--- config.mk ---
export PLATFORM = sky130hd
export DESIGN_NAME = radius_attribute_walker_top
export DESIGN_NICKNAME = d
export VERILOG_FILES = /design/src/rtl/raw_pkg.sv /design/src/rtl/raw_walk.sv /design/src/rtl/radius_attribute_walker_top.sv
export VERILOG_INCLUDE_DIRS = /design/src /design/src/rtl
export SDC_FILE = /design/constraint.sdc
export NUM_CORES = 1
export LEC_CHECK = 0
export BUFFER_PORTS_ARGS = -buffer_cell sky130_fd_sc_hd__buf_2
export CAP_MARGIN = 5
export CORE_ASPECT_RATIO = 0.8
export CORE_MARGIN = 4
export CORE_UTILIZATION = 25
export DETAILED_ROUTE_END_ITERATION = 6
export PLACE_DENSITY_LB_ADDON = 0.15
export SYNTH_ARGS = -nofsm -noshare
export SYNTH_HDL_FRONTEND = slang
export SYNTH_HIERARCHICAL = 1
export SYNTH_SLANG_ARGS = --single-unit
export TNS_END_PERCENT = 100
--- constraint.sdc ---
create_clock -name aclk -period 37 [get_ports aclk]
set_input_delay 7.4 -clock aclk [delete_from_list [all_inputs] [get_ports aclk]]
set_output_delay 7.4 -clock aclk [all_outputs]
set_load 0.1 [all_outputs]
--- src/rtl/radius_attribute_walker_top_macros.svh ---
// Assertion macros shared by the attribute walker RTL.
`ifndef RADIUS_ATTRIBUTE_WALKER_TOP_MACROS_SVH
`define RADIUS_ATTRIBUTE_WALKER_TOP_MACROS_SVH

// Same-cycle implication, sampled on aclk, off while in reset.
`define RAW_ASSERT_NOW(lbl, ante, cons, msg) \
    lbl: assert property (@(posedge aclk) disable iff (!aresetn) (ante) |-> (cons)) \
        else $error(msg);

// Next-cycle implication, sampled on aclk, off while in reset.
`define RAW_ASSERT_NEXT(lbl, ante, cons, msg) \
    lbl: assert property (@(posedge aclk) disable iff (!aresetn) (ante) |=> (cons)) \
        else $error(msg);

`endif

--- src/rtl/raw_pkg.sv ---
// Package: constants, codes and types of the attribute walker.
`default_nettype none

package raw_pkg;

    localparam int HEADER_BYTES     = 20;
    localparam int VSA_HEADER_BYTES = 8;

    localparam logic [7:0]  VENDOR_SPECIFIC  = 8'd26;
    localparam logic [15:0] LEN_HI_POS       = 16'd2;
    localparam logic [15:0] LEN_LO_POS       = 16'd3;
    localparam logic [15:0] HDR_LAST_POS     = 16'(HEADER_BYTES - 1);
    localparam logic [15:0] HDR_LEN          = 16'(HEADER_BYTES);
    localparam logic [7:0]  VSA_MIN_LEN      = 8'(VSA_HEADER_BYTES);
    localparam logic [15:0] VSA_INNER_OFFSET = 16'd6;
    localparam logic [7:0]  ATTR_MIN_LEN     = 8'd2;

    typedef enum logic [1:0] {
        PH_IDLE,
        PH_HEADER,
        PH_ATTR
    } phase_t;

    typedef enum logic [2:0] {
        ST_OK,
        ST_SHORT_HEADER,
        ST_OVERRUN,
        ST_ATTR_SHORT,
        ST_VSA_SHORT,
        ST_VSA_MISMATCH
    } status_t;

    typedef struct packed {
        logic [7:0]  attr_type;
        logic [31:0] vendor_id;
        logic [15:0] attr_offset;
        logic [7:0]  attr_length;
        logic        attr_valid;
        logic        packet_done;
        status_t     status;
    } res_t;

endpackage

`default_nettype wire

--- src/rtl/raw_walk.sv ---
// Walk state and per-byte decode: header length, attribute and vendor fields.
`default_nettype none

module raw_walk (
    input  wire               aclk,
    input  wire               aresetn,
    input  wire               in_take,
    input  wire  [7:0]        in_byte,
    input  wire               in_start,
    output logic              res_valid,
    output raw_pkg::res_t     res
);

    raw_pkg::phase_t phase_reg, phase_next, phase_e;

    logic [15:0] pos_reg, pos_next, pos_e;
    logic [15:0] len_reg, len_next, len_e;
    logic [15:0] rem_reg, rem_next, rem_e;
    logic [15:0] astart_reg, astart_next, astart_e;
    logic [7:0]  type_reg, type_next, type_e;
    logic [7:0]  alen_reg, alen_next, alen_e;
    logic [7:0]  idx_reg, idx_next, idx_e;
    logic [31:0] vendor_reg, vendor_next, vendor_e;
    logic [7:0]  itype_reg, itype_next, itype_e;
    logic [7:0]  ilen_reg, ilen_next, ilen_e;

    logic go_idle, go_attr, cmp_ev, fail_ev, vsa;
    raw_pkg::status_t fail_st;
    logic [15:0] fail_off;

    // Datapath: effective state (start restarts the walk) and per-byte update
    always_comb begin
        if (in_start) begin
            phase_e  = raw_pkg::PH_HEADER;
            pos_e    = '0;
            len_e    = '0;
            rem_e    = '0;
            astart_e = '0;
            type_e   = '0;
            alen_e   = '0;
            idx_e    = '0;
            vendor_e = '0;
            itype_e  = '0;
            ilen_e   = '0;
        end else begin
            phase_e  = phase_reg;
            pos_e    = pos_reg;
            len_e    = len_reg;
            rem_e    = rem_reg;
            astart_e = astart_reg;
            type_e   = type_reg;
            alen_e   = alen_reg;
            idx_e    = idx_reg;
            vendor_e = vendor_reg;
            itype_e  = itype_reg;
            ilen_e   = ilen_reg;
        end

        pos_next    = pos_e;
        len_next    = len_e;
        rem_next    = rem_e;
        astart_next = astart_e;
        type_next   = type_e;
        alen_next   = alen_e;
        idx_next    = idx_e;
        vendor_next = vendor_e;
        itype_next  = itype_e;
        ilen_next   = ilen_e;

        go_idle   = 1'b0;
        go_attr   = 1'b0;
        cmp_ev    = 1'b0;
        fail_ev   = 1'b0;
        fail_st   = raw_pkg::ST_OK;
        fail_off  = astart_e;
        res       = '0;
        res_valid = 1'b0;
        vsa       = (type_e == raw_pkg::VENDOR_SPECIFIC);

        case (phase_e)
            raw_pkg::PH_HEADER: begin
                pos_next = pos_e + 16'd1;
                if (pos_e == raw_pkg::LEN_HI_POS) begin
                    len_next = {in_byte, 8'h00};
                end else if (pos_e == raw_pkg::LEN_LO_POS) begin
                    len_next = len_e | {8'h00, in_byte};
                    if (len_next < raw_pkg::HDR_LEN) begin
                        fail_ev  = 1'b1;
                        fail_st  = raw_pkg::ST_SHORT_HEADER;
                        fail_off = '0;
                    end
                end else if (pos_e == raw_pkg::HDR_LAST_POS) begin
                    rem_next = len_e - raw_pkg::HDR_LEN;
                    if (rem_next < 16'd2) begin
                        go_idle           = 1'b1;
                        res_valid         = 1'b1;
                        res.packet_done   = 1'b1;
                    end else begin
                        go_attr  = 1'b1;
                        idx_next = '0;
                    end
                end
            end
            raw_pkg::PH_ATTR: begin
                pos_next = pos_e + 16'd1;
                if (idx_e == 8'd0) begin
                    astart_next = pos_e;
                    type_next   = in_byte;
                    vendor_next = '0;
                    idx_next    = 8'd1;
                end else if (idx_e == 8'd1) begin
                    if ({8'h00, in_byte} > rem_e) begin
                        fail_ev = 1'b1;
                        fail_st = raw_pkg::ST_OVERRUN;
                    end else if (in_byte < raw_pkg::ATTR_MIN_LEN) begin
                        fail_ev = 1'b1;
                        fail_st = raw_pkg::ST_ATTR_SHORT;
                    end else if (vsa && in_byte < raw_pkg::VSA_MIN_LEN) begin
                        fail_ev = 1'b1;
                        fail_st = raw_pkg::ST_VSA_SHORT;
                    end else begin
                        rem_next  = rem_e - {8'h00, in_byte};
                        alen_next = in_byte;
                        idx_next  = 8'd2;
                        cmp_ev    = !vsa && (in_byte == raw_pkg::ATTR_MIN_LEN);
                    end
                end else begin
                    if (vsa && idx_e >= 8'd2 && idx_e <= 8'd5) begin
                        vendor_next = {vendor_e[23:0], in_byte};
                    end else if (vsa && idx_e == 8'd6) begin
                        itype_next = in_byte;
                    end else if (vsa && idx_e == 8'd7) begin
                        ilen_next = in_byte;
                        if ({1'b0, in_byte} + 9'(raw_pkg::VSA_HEADER_BYTES)
                                != {1'b0, alen_e} + 9'd2) begin
                            fail_ev = 1'b1;
                            fail_st = raw_pkg::ST_VSA_MISMATCH;
                        end
                    end
                    if (!fail_ev) begin
                        if ({1'b0, idx_e} + 9'd1 >= {1'b0, alen_e}) begin
                            cmp_ev = 1'b1;
                        end else begin
                            idx_next = idx_e + 8'd1;
                        end
                    end
                end
            end
            default: ;
        endcase

        if (fail_ev) begin
            go_idle         = 1'b1;
            res_valid       = 1'b1;
            res             = '0;
            res.attr_offset = fail_off;
            res.packet_done = 1'b1;
            res.status      = fail_st;
        end else if (cmp_ev) begin
            res_valid       = 1'b1;
            res.attr_valid  = 1'b1;
            res.packet_done = (rem_next < 16'd2);
            res.status      = raw_pkg::ST_OK;
            if (vsa) begin
                res.attr_type   = itype_next;
                res.vendor_id   = vendor_next;
                res.attr_offset = astart_e + raw_pkg::VSA_INNER_OFFSET;
                res.attr_length = ilen_next;
            end else begin
                res.attr_type   = type_e;
                res.vendor_id   = '0;
                res.attr_offset = astart_e;
                res.attr_length = alen_next;
            end
            idx_next    = '0;
            vendor_next = '0;
            itype_next  = '0;
            ilen_next   = '0;
            go_idle     = res.packet_done;
        end

        res_valid = res_valid && in_take;
    end

    // Next walk phase
    always_comb begin
        if (!in_take) begin
            phase_next = phase_reg;
        end else if (go_idle) begin
            phase_next = raw_pkg::PH_IDLE;
        end else if (go_attr) begin
            phase_next = raw_pkg::PH_ATTR;
        end else begin
            phase_next = phase_e;
        end
    end

    always_ff @(posedge aclk) begin
        if (!aresetn) begin
            phase_reg <= raw_pkg::PH_IDLE;
        end else begin
            phase_reg <= phase_next;
        end
    end

    // Walk registers are all reloaded by a start byte before use
    always_ff @(posedge aclk) begin
        if (in_take) begin
            pos_reg    <= pos_next;
            len_reg    <= len_next;
            rem_reg    <= rem_next;
            astart_reg <= astart_next;
            type_reg   <= type_next;
            alen_reg   <= alen_next;
            idx_reg    <= idx_next;
            vendor_reg <= vendor_next;
            itype_reg  <= itype_next;
            ilen_reg   <= ilen_next;
        end
    end

endmodule

`default_nettype wire

--- src/rtl/radius_attribute_walker_top.sv ---
// Top level: byte stream in, attribute report stream out, two-slot result buffer.
//
// Usage:
//  - s_ side takes one packet byte per item; s_tuser marks the first header
//    byte of a packet. A start byte mid-walk drops the old walk silently.
//  - m_ side gives one report per finished attribute, per error, or per
//    packet with an empty body. m_tlast is set on the report that ends the
//    walk; m_tuser carries the attribute-valid flag and the status code.
//  - Bytes outside a walk (after its end or before a start) give no report.
//  - Throughput: one byte per cycle while s_tready is high, set by the
//    combinational decode between the walk registers and the result register.
//  - Output: a report is registered into the output register, or into the
//    skid slot when that is full, as the byte that completes it is accepted.
//  - Stall: results go to an output register backed by one skid slot, so
//    bytes keep flowing while one result waits; s_tready drops only when
//    both slots hold results.
//  - Reset (aresetn low, synchronous): walk goes idle, both slots empty.
`default_nettype none
`include "radius_attribute_walker_top_macros.svh"

module radius_attribute_walker_top (
    input  wire         aclk,
    input  wire         aresetn,
    input  wire         s_tvalid,
    output logic        s_tready,
    input  wire  [7:0]  s_tdata,   // [7:0] packet_byte
    input  wire  [0:0]  s_tuser,   // [0] packet_start
    output logic        m_tvalid,
    input  wire         m_tready,
    output logic [63:0] m_tdata,   // [7:0] attr_type, [39:8] vendor_id,
                                   // [55:40] attr_offset, [63:56] attr_length
    output logic        m_tlast,   // packet_done
    output logic [3:0]  m_tuser    // [0] attr_valid, [3:1] status
);

    logic          take;
    logic          res_valid;
    raw_pkg::res_t res;

    raw_pkg::res_t out_reg, skid_reg;
    logic          out_valid_reg, skid_valid_reg;
    logic          pop;

    assign s_tready = !skid_valid_reg;
    assign take     = s_tvalid && s_tready;
    assign pop      = out_valid_reg && m_tready;

    raw_walk u_walk (
        .aclk      (aclk),
        .aresetn   (aresetn),
        .in_take   (take),
        .in_byte   (s_tdata),
        .in_start  (s_tuser[0]),
        .res_valid (res_valid),
        .res       (res)
    );

    always_ff @(posedge aclk) begin
        if (!aresetn) begin
            out_valid_reg  <= 1'b0;
            skid_valid_reg <= 1'b0;
        end else if (skid_valid_reg) begin
            if (pop) begin
                out_reg        <= skid_reg;
                skid_valid_reg <= 1'b0;
            end
        end else if (res_valid) begin
            if (!out_valid_reg || pop) begin
                out_reg       <= res;
                out_valid_reg <= 1'b1;
            end else begin
                skid_reg       <= res;
                skid_valid_reg <= 1'b1;
            end
        end else if (pop) begin
            out_valid_reg <= 1'b0;
        end
    end

    assign m_tvalid = out_valid_reg;
    assign m_tdata  = {out_reg.attr_length, out_reg.attr_offset,
                       out_reg.vendor_id, out_reg.attr_type};
    assign m_tlast  = out_reg.packet_done;
    assign m_tuser  = {out_reg.status, out_reg.attr_valid};

    `RAW_ASSERT_NOW(a_skid_behind_out, skid_valid_reg, out_valid_reg, "skid slot full while output empty")
    `RAW_ASSERT_NEXT(a_skid_held, skid_valid_reg && !m_tready, skid_valid_reg, "skid item lost while stalled")
    `RAW_ASSERT_NOW(a_error_ends_walk, m_tvalid && m_tuser[3:1] != raw_pkg::ST_OK, !m_tuser[0] && m_tlast, "error report not ending the walk")

endmodule

`default_nettype wire

==> impl_results.md, run 1 <==
* CP Capture Type: register
* CP Data Required Time at roughly 37 ns
* Slew HR at 0.290
* Ranking of synthesized cells by area: edfxtp_1 (52%), mux2_2 (5.2%), nand2_1 (4.0%), nor2_1 (3.8%), a21oi_1 (2.4%)
* Syn nets at 1,510
* Footprint of the multi-input gates at between 0.006 and 0.007 mm^2
* Post-detailed-route count of antenna-violating nets at 0
* Routed WL at 50,600 um
* Synth area leader: edfxtp_1
* # resized after CTS at 0
* Number of port buffers at between 80 and 90
* Hold-fix buffers, CTS at 0
* RSZ-0062 raised after global routing: no
* Clock buffer depth at 3
* Pre-CTS setup slack at approximately 23 ns
* Clock-pin slew on the worst setup and hold paths at roughly 0.060 ns
* Iter 0 DRT Violations at 1,133
* Slowest Stage Delay on Critical Path at 0.79 ns
* Async S/R FF share, synth at 0
* Core region area at ~0.063 mm^2
* Nets at roughly 1,600
* Setup ws final at roughly 24 ns
* Layout cells sized above 1 at 0.181
* Minimum clock period at 12.87 ns
* Total grt overflow at 0
* Post-synth EDFFs at about 270
* CP Cell Sequence: buf_4, buf_4, buf_4, nor2_1, ha_1, nor2b_1, o21ai_0, a211oi_2, nor2_4, nand2_4, inv_2, buf_4, nand2_2, mux2i_1, mux2_2
* Mapped Area at around 0.016 mm^2
* Most used cell, CP: buf_4
* Placer's final routability congestion estimate at between 0.8 and 0.9
* DRC Markers at 0
* CTS H-tree depth at 2
* P&R area growth vs syn at 14.7%
* DR WL/cell at ~21 um
* Reg area at ~0.0083 mm^2
* Via count at about 12,000
* CTS tree: built
* Number of vias per cell at slightly above 5
* Setup Buffers After CTS at 0
* Ys Warns at 6
* Outcome: finished, final reports clean
* Synth unique cells at 98
* Slew @ Worst Pin at ~1.1 ns
* Vias in the first global route at approximately 12,000
* # setup viols final at 0
* Most frequent cell after synthesis: edfxtp_1
* Pwr/cell area at roughly 43 mW/mm^2
* Synthesized flop and latch total at roughly 280
* Total Power at 0.771 mW
* Pin count of the biggest net entering global routing at 76
* Primary FF master, synth: edfxtp_1
* CP max stage cell: nor2b_1
* Top cell type's share of synthesized area at 0.521
* Worst setup path category: in2reg
* Max FFs per register at 69
* Die W at approximately 290 um
* Register area share after synthesis at 0.526
* Max IR drop VDD at roughly 0.000028 V
* Layout fillers at approximately 6,500
* Most frequent cells after synthesis: edfxtp_1 (274), nand2_1 (168), nor2_1 (159), a21oi_1 (76), mux2_2 (73)
* Max Transition Viols Final at 0
* Ports at 84
* Antenna diode count at 0
* Row cnt at around 80
* Die ar. at around 0.067 mm^2
* Initial antenna violation count at 2
* Leakage Power at 6.75 nW
* Starting Density at 0.252
* CP Max Fanout at 70
* Detailed Routing Iterations Pass 1 at 5
* GRT Overall Usage at 0.149
* Worst Clk Skew at about 0.017 ns
* Worst skew pair latency at 0.55 ns
* DIE HEIGHT at between 200 and 250 um
* Final worst path period share at 0.348
* Max-Cap Viols at 0
* FMAX at 77.7 MHz
* Min-Delay Path Class: reg2reg
* Final hold vios at 0
* First-pass GRT wire length at 76,600 um
* Clk sinks at approximately 280
* CP arrival at roughly 13 ns
* Avg Cell Area, Syn at 10.7 um^2
* Num CTS Buffers at 34
* Cell count after synthesis at 1,472
* Setup TNS at 0 ns
* DP Wirelength at between 30,000 and 40,000 um
* Worst Setup Start Kind: input pin
* Root Buffer: clkbuf_16
metrics by stage:
| step | cells | cell area (um^2) | util | hold slack (ns) |
|---|---|---|---|---|
| 2_1_floorplan | 1472 | 15800 | - | 0.471 |
| 3_3_place_gp | 2321 | 17000 | 0.271 | 0.529 |
| 3_5_place_dp | 2321 | 17000 | 0.271 | 0.527 |
| 4_1_cts | 2382 | 18100 | 0.289 | 0.538 |
| 5_1_grt | 2382 | 18100 | 0.289 | 0.558 |
| 6_report | 2382 | 18100 | 0.289 | 0.542 |
worst paths after layout:
check,start,end,slack [ns],cells after the start
hold reg to reg,m_tvalid,m_tvalid,0.54,2
hold / removal,m_tvalid,m_tvalid,0.54,2
setup / recovery,s_tuser,m_tdata[41],24.13,15
setup reg to reg,u_walk/rem_reg[1],m_tdata[42],31.50,16
where the power goes:
group	internal (mW)	total, mW	leakage (nW)	switching (mW)
clock	0.194	0.340	0.544	0.146
sequential	0.355	0.364	3.01	0.00925
combinational	0.0214	0.0661	3.21	0.0447
total	0.570	0.771	6.75	0.200
per-layer routing:
layer | up-vias | GRT usage | part of all wire
li1 | 5592 | - | -
met5 | - | 0 | 0
met1 | 6019 | 0.226 | 0.50
met3 | 62 | 0.0276 | 0.056
met2 | 336 | 0.214 | 0.42
met4 | 0 | 0.0390 | 0.022
critical path: cells and delay by family:
kind / cells / cell delay [ns]
fa+ha+maj: 1 / 0.59
buf+inv: 5 / 1.84
mux: 2 / 0.49
compound gates: 2 / 0.72
simple gates: 5 / 2.06
cells in the final DEF (no fill, tap or decap), types with 15 or more instances in the layout:
cell type  count
a22oi_1       21
nand2_1      168
xnor2_1       26
nor2_1       159
nor3b_1       15
a22o_1        25
o21ai_0       52
o21ai_1       19
nand3_1       34
edfxtp_1     274
xor2_1        17
mux2_2        73
nand4_1       18
buf_4         19
nor2b_1       38
clkbuf_16     34
ha_1          25
buf_2         82
nor3_1        29
a21oi_1       76
inv_1         34
and3_1        19
a211oi_1      18
area by class of cell:
class | count | share of cell area
sequential | 278 | 0.459
multi-input combinational | 1065 | 0.383
tap | 840 | 0.0580
clock buffer | 38 | 0.0478
timing repair buffer | 101 | 0.0305
clock inverter | 23 | 0.0144
inverter | 37 | 0.00767
cells by family (layout without fill, tap and decap cells):
kind of cell               count (synthesis)  in the layout  synth area share
xor gates and xnor gates                  45             45            0.0267
AOI/OAI and AO/OA                        323            323             0.142
DFF                                      278            278             0.526
adders and majority gates                 27             27            0.0211
buffers and inverters                    129            199            0.0369
muxes                                     84             84            0.0590
and+or+nand+nor                          586            586             0.189
Note: power is estimated with default switching activity, not from simulation.
==> run 2, diff against run 1 <==
==> constraint.sdc (replaced) <==
create_clock -name aclk -period 11.8 [get_ports aclk]
set_input_delay 2.36 -clock aclk [delete_from_list [all_inputs] [get_ports aclk]]
set_output_delay 2.36 -clock aclk [all_outputs]
set_load 0.1 [all_outputs]
==> impl_results.md, run 2 (synthesized netlist as in run 1, its figures left out) <==
* Clock buffer depth at 3
* GRT Overall Usage at 0.145
* Most used cell, CP: buf_4
* Max IR drop VDD at approximately 0.000069 V
* Worst setup path category: in2reg
* Pwr/cell area at ~140 mW/mm^2
* Max-Cap Viols at 0
* M1 GR Usage at 0.225
* Clock-pin slew on the worst setup and hold paths at approximately 0.060 ns
* Setup slack, reg-to-reg at about 6.2 ns
* Max Transition Viols Final at 0
* Met2 Use GR at 0.208
* Worst skew pair latency at around 0.56 ns
* Placer's final routability congestion estimate at about 0.87
* Core region area at ~0.063 mm^2
* Clk sinks at 278
* Most frequent cells in the layout: edfxtp_1 (274), nand2_1 (168), nor2_1 (159), buf_2 (82), a21oi_1 (76)
* Via count at ~12,000
* Layout cells sized above 1 at 0.181
* Nets at 1,556
* Worst Clk Skew at 0.0227 ns
* Hold Slack at approximately 0.54 ns
* Worst hold path depth at 1
* Starting Density at 0.252
* Minimum clock period at about 8.0 ns
* P&R area growth vs syn at 15.2%
* Routed WL at 50,200 um
* Slowest Stage Delay on Critical Path at 0.76 ns
* Most common cell after layout, fill and taps aside: edfxtp_1
* # setup viols final at 0
* Min-Delay Path Class: reg2reg
* Final hold vios at 0
* FMAX at roughly 120 MHz
* Iter 0 DRT Violations at a little over 1,000
* Outcome: finished, final reports clean
* Setup ws final at 3.76 ns
* Max FFs per register at 69
* HP Start: skid_reg[56]
* Initial antenna violation count at 2
* Row cnt at 82
* CP arrival at between 8 and 9 ns
* Ports at 84
* Die W at approximately 290 um
* DP Wirelength at roughly 33,000 um
* Number of vias per cell at between 5 and 6
* Detailed Routing Iterations Pass 1 at 5
* DR WL/cell at around 21 um
* Num CTS Buffers at 35
* Setup Buffers After CTS at 0
* Setup TNS at 0 ns
* Die ar. at 0.0673 mm^2
* Number of port buffers at 83
* Met3 Use GR at 0.0215
* WHS Endpoint: m_tdata[35]
* CTS tree: built
* Reg-to-reg critical path endpoint: m_tdata[4]
* Slew @ Worst Pin at around 1.1 ns
* CP Capture Type: register
* Reg area at roughly 0.0083 mm^2
* DIE HEIGHT at about 230 um
* R2r startpoint: u_walk/rem_reg[1]
* Slew HR at 0.292
* CP max stage cell: buf_4
* Hold-fix buffers, CTS at 0
* DRC Markers at 0
* CP Max Fanout at 56
* Final worst path period share at 0.681
* First-pass GRT wire length at roughly 75,000 um
* Pre-CTS setup slack at between 3 and 4 ns
* Reg2reg path depth at 15
* Total grt overflow at 0
* Grt peak-use layer: met1
* Worst Setup Start Kind: input pin
* Leakage Power at just under 7 nW
* Pin count of the biggest net entering global routing at 140
* Vias in the first global route at approximately 11,000
* Footprint of the multi-input gates at roughly 0.0069 mm^2
* Layout fillers at 6,550
* Post-detailed-route count of antenna-violating nets at 0
* CP Data Required Time at around 12 ns
* # resized after CTS at 0
* Root Buffer: clkbuf_16
* RSZ-0062 raised after global routing: no
* CTS H-tree depth at 2
* CP Cell Sequence: buf_4, inv_2, buf_4, nand2_1, ha_1, inv_1, ha_1, or3b_1, a21oi_2, o31ai_2, or3_1, a21oi_1, and3_1, a41o_2, and3b_1, nor2_1, mux2i_1, nor3_4, buf_4
[run 2: worst max path at each step]
stage	start	end	slack, ns	cells after the start
floorplan	s_tvalid	m_tdata[0]	1.94	5
global placement	s_tuser	m_tdata[17]	3.36	19
detailed placement	s_tuser	m_tdata[17]	3.19	19
CTS	s_tuser	m_tdata[3]	3.77	19
global route	s_tuser	m_tdata[6]	3.30	19
finish	s_tuser	m_tdata[4]	3.76	19
[run 2: final cells by class]
cell class	instances	share of cell area
sequential	278	0.457
multi-input combinational	1065	0.381
tap	840	0.0577
clock buffer	40	0.0492
timing repair buffer	101	0.0311
clock inverter	22	0.0168
inverter	37	0.00763
antenna	1	0.000137
[run 2: layer usage]
layer	up-vias	share of wire
met2	342	0.42
li1	5608	-
met5	-	0
met1	6039	0.51
met3	55	0.050
met4	0	0.017
[run 2: report_power, final]
| group | switching, mW | total, mW | leakage (nW) | internal, mW |
|---|---|---|---|---|
| clock | 0.449 | 1.13 | 0.577 | 0.683 |
| sequential | 0.0295 | 1.14 | 3.01 | 1.11 |
| combinational | 0.138 | 0.205 | 3.21 | 0.0673 |
| total | 0.617 | 2.48 | 6.79 | 1.86 |
[run 2: stage by stage]
step,cell area [um^2],util,cells,power [mW]
floorplan,15800,-,1472,1.30
global placement,17000,0.272,2321,1.37
detailed placement,17000,0.272,2321,1.37
CTS,18200,0.291,2383,2.52
global route,18200,0.291,2383,2.58
finish,18200,0.291,2384,2.48
[run 2: worst max-delay path, delay by kind of cell]
family / cells / cell delay, ns
and+or+nand+nor: 7 / 2.35
buffers and inverters: 5 / 1.99
AOI/OAI and AO/OA: 4 / 0.76
adders and majority gates: 2 / 0.46
muxes: 1 / 0.14
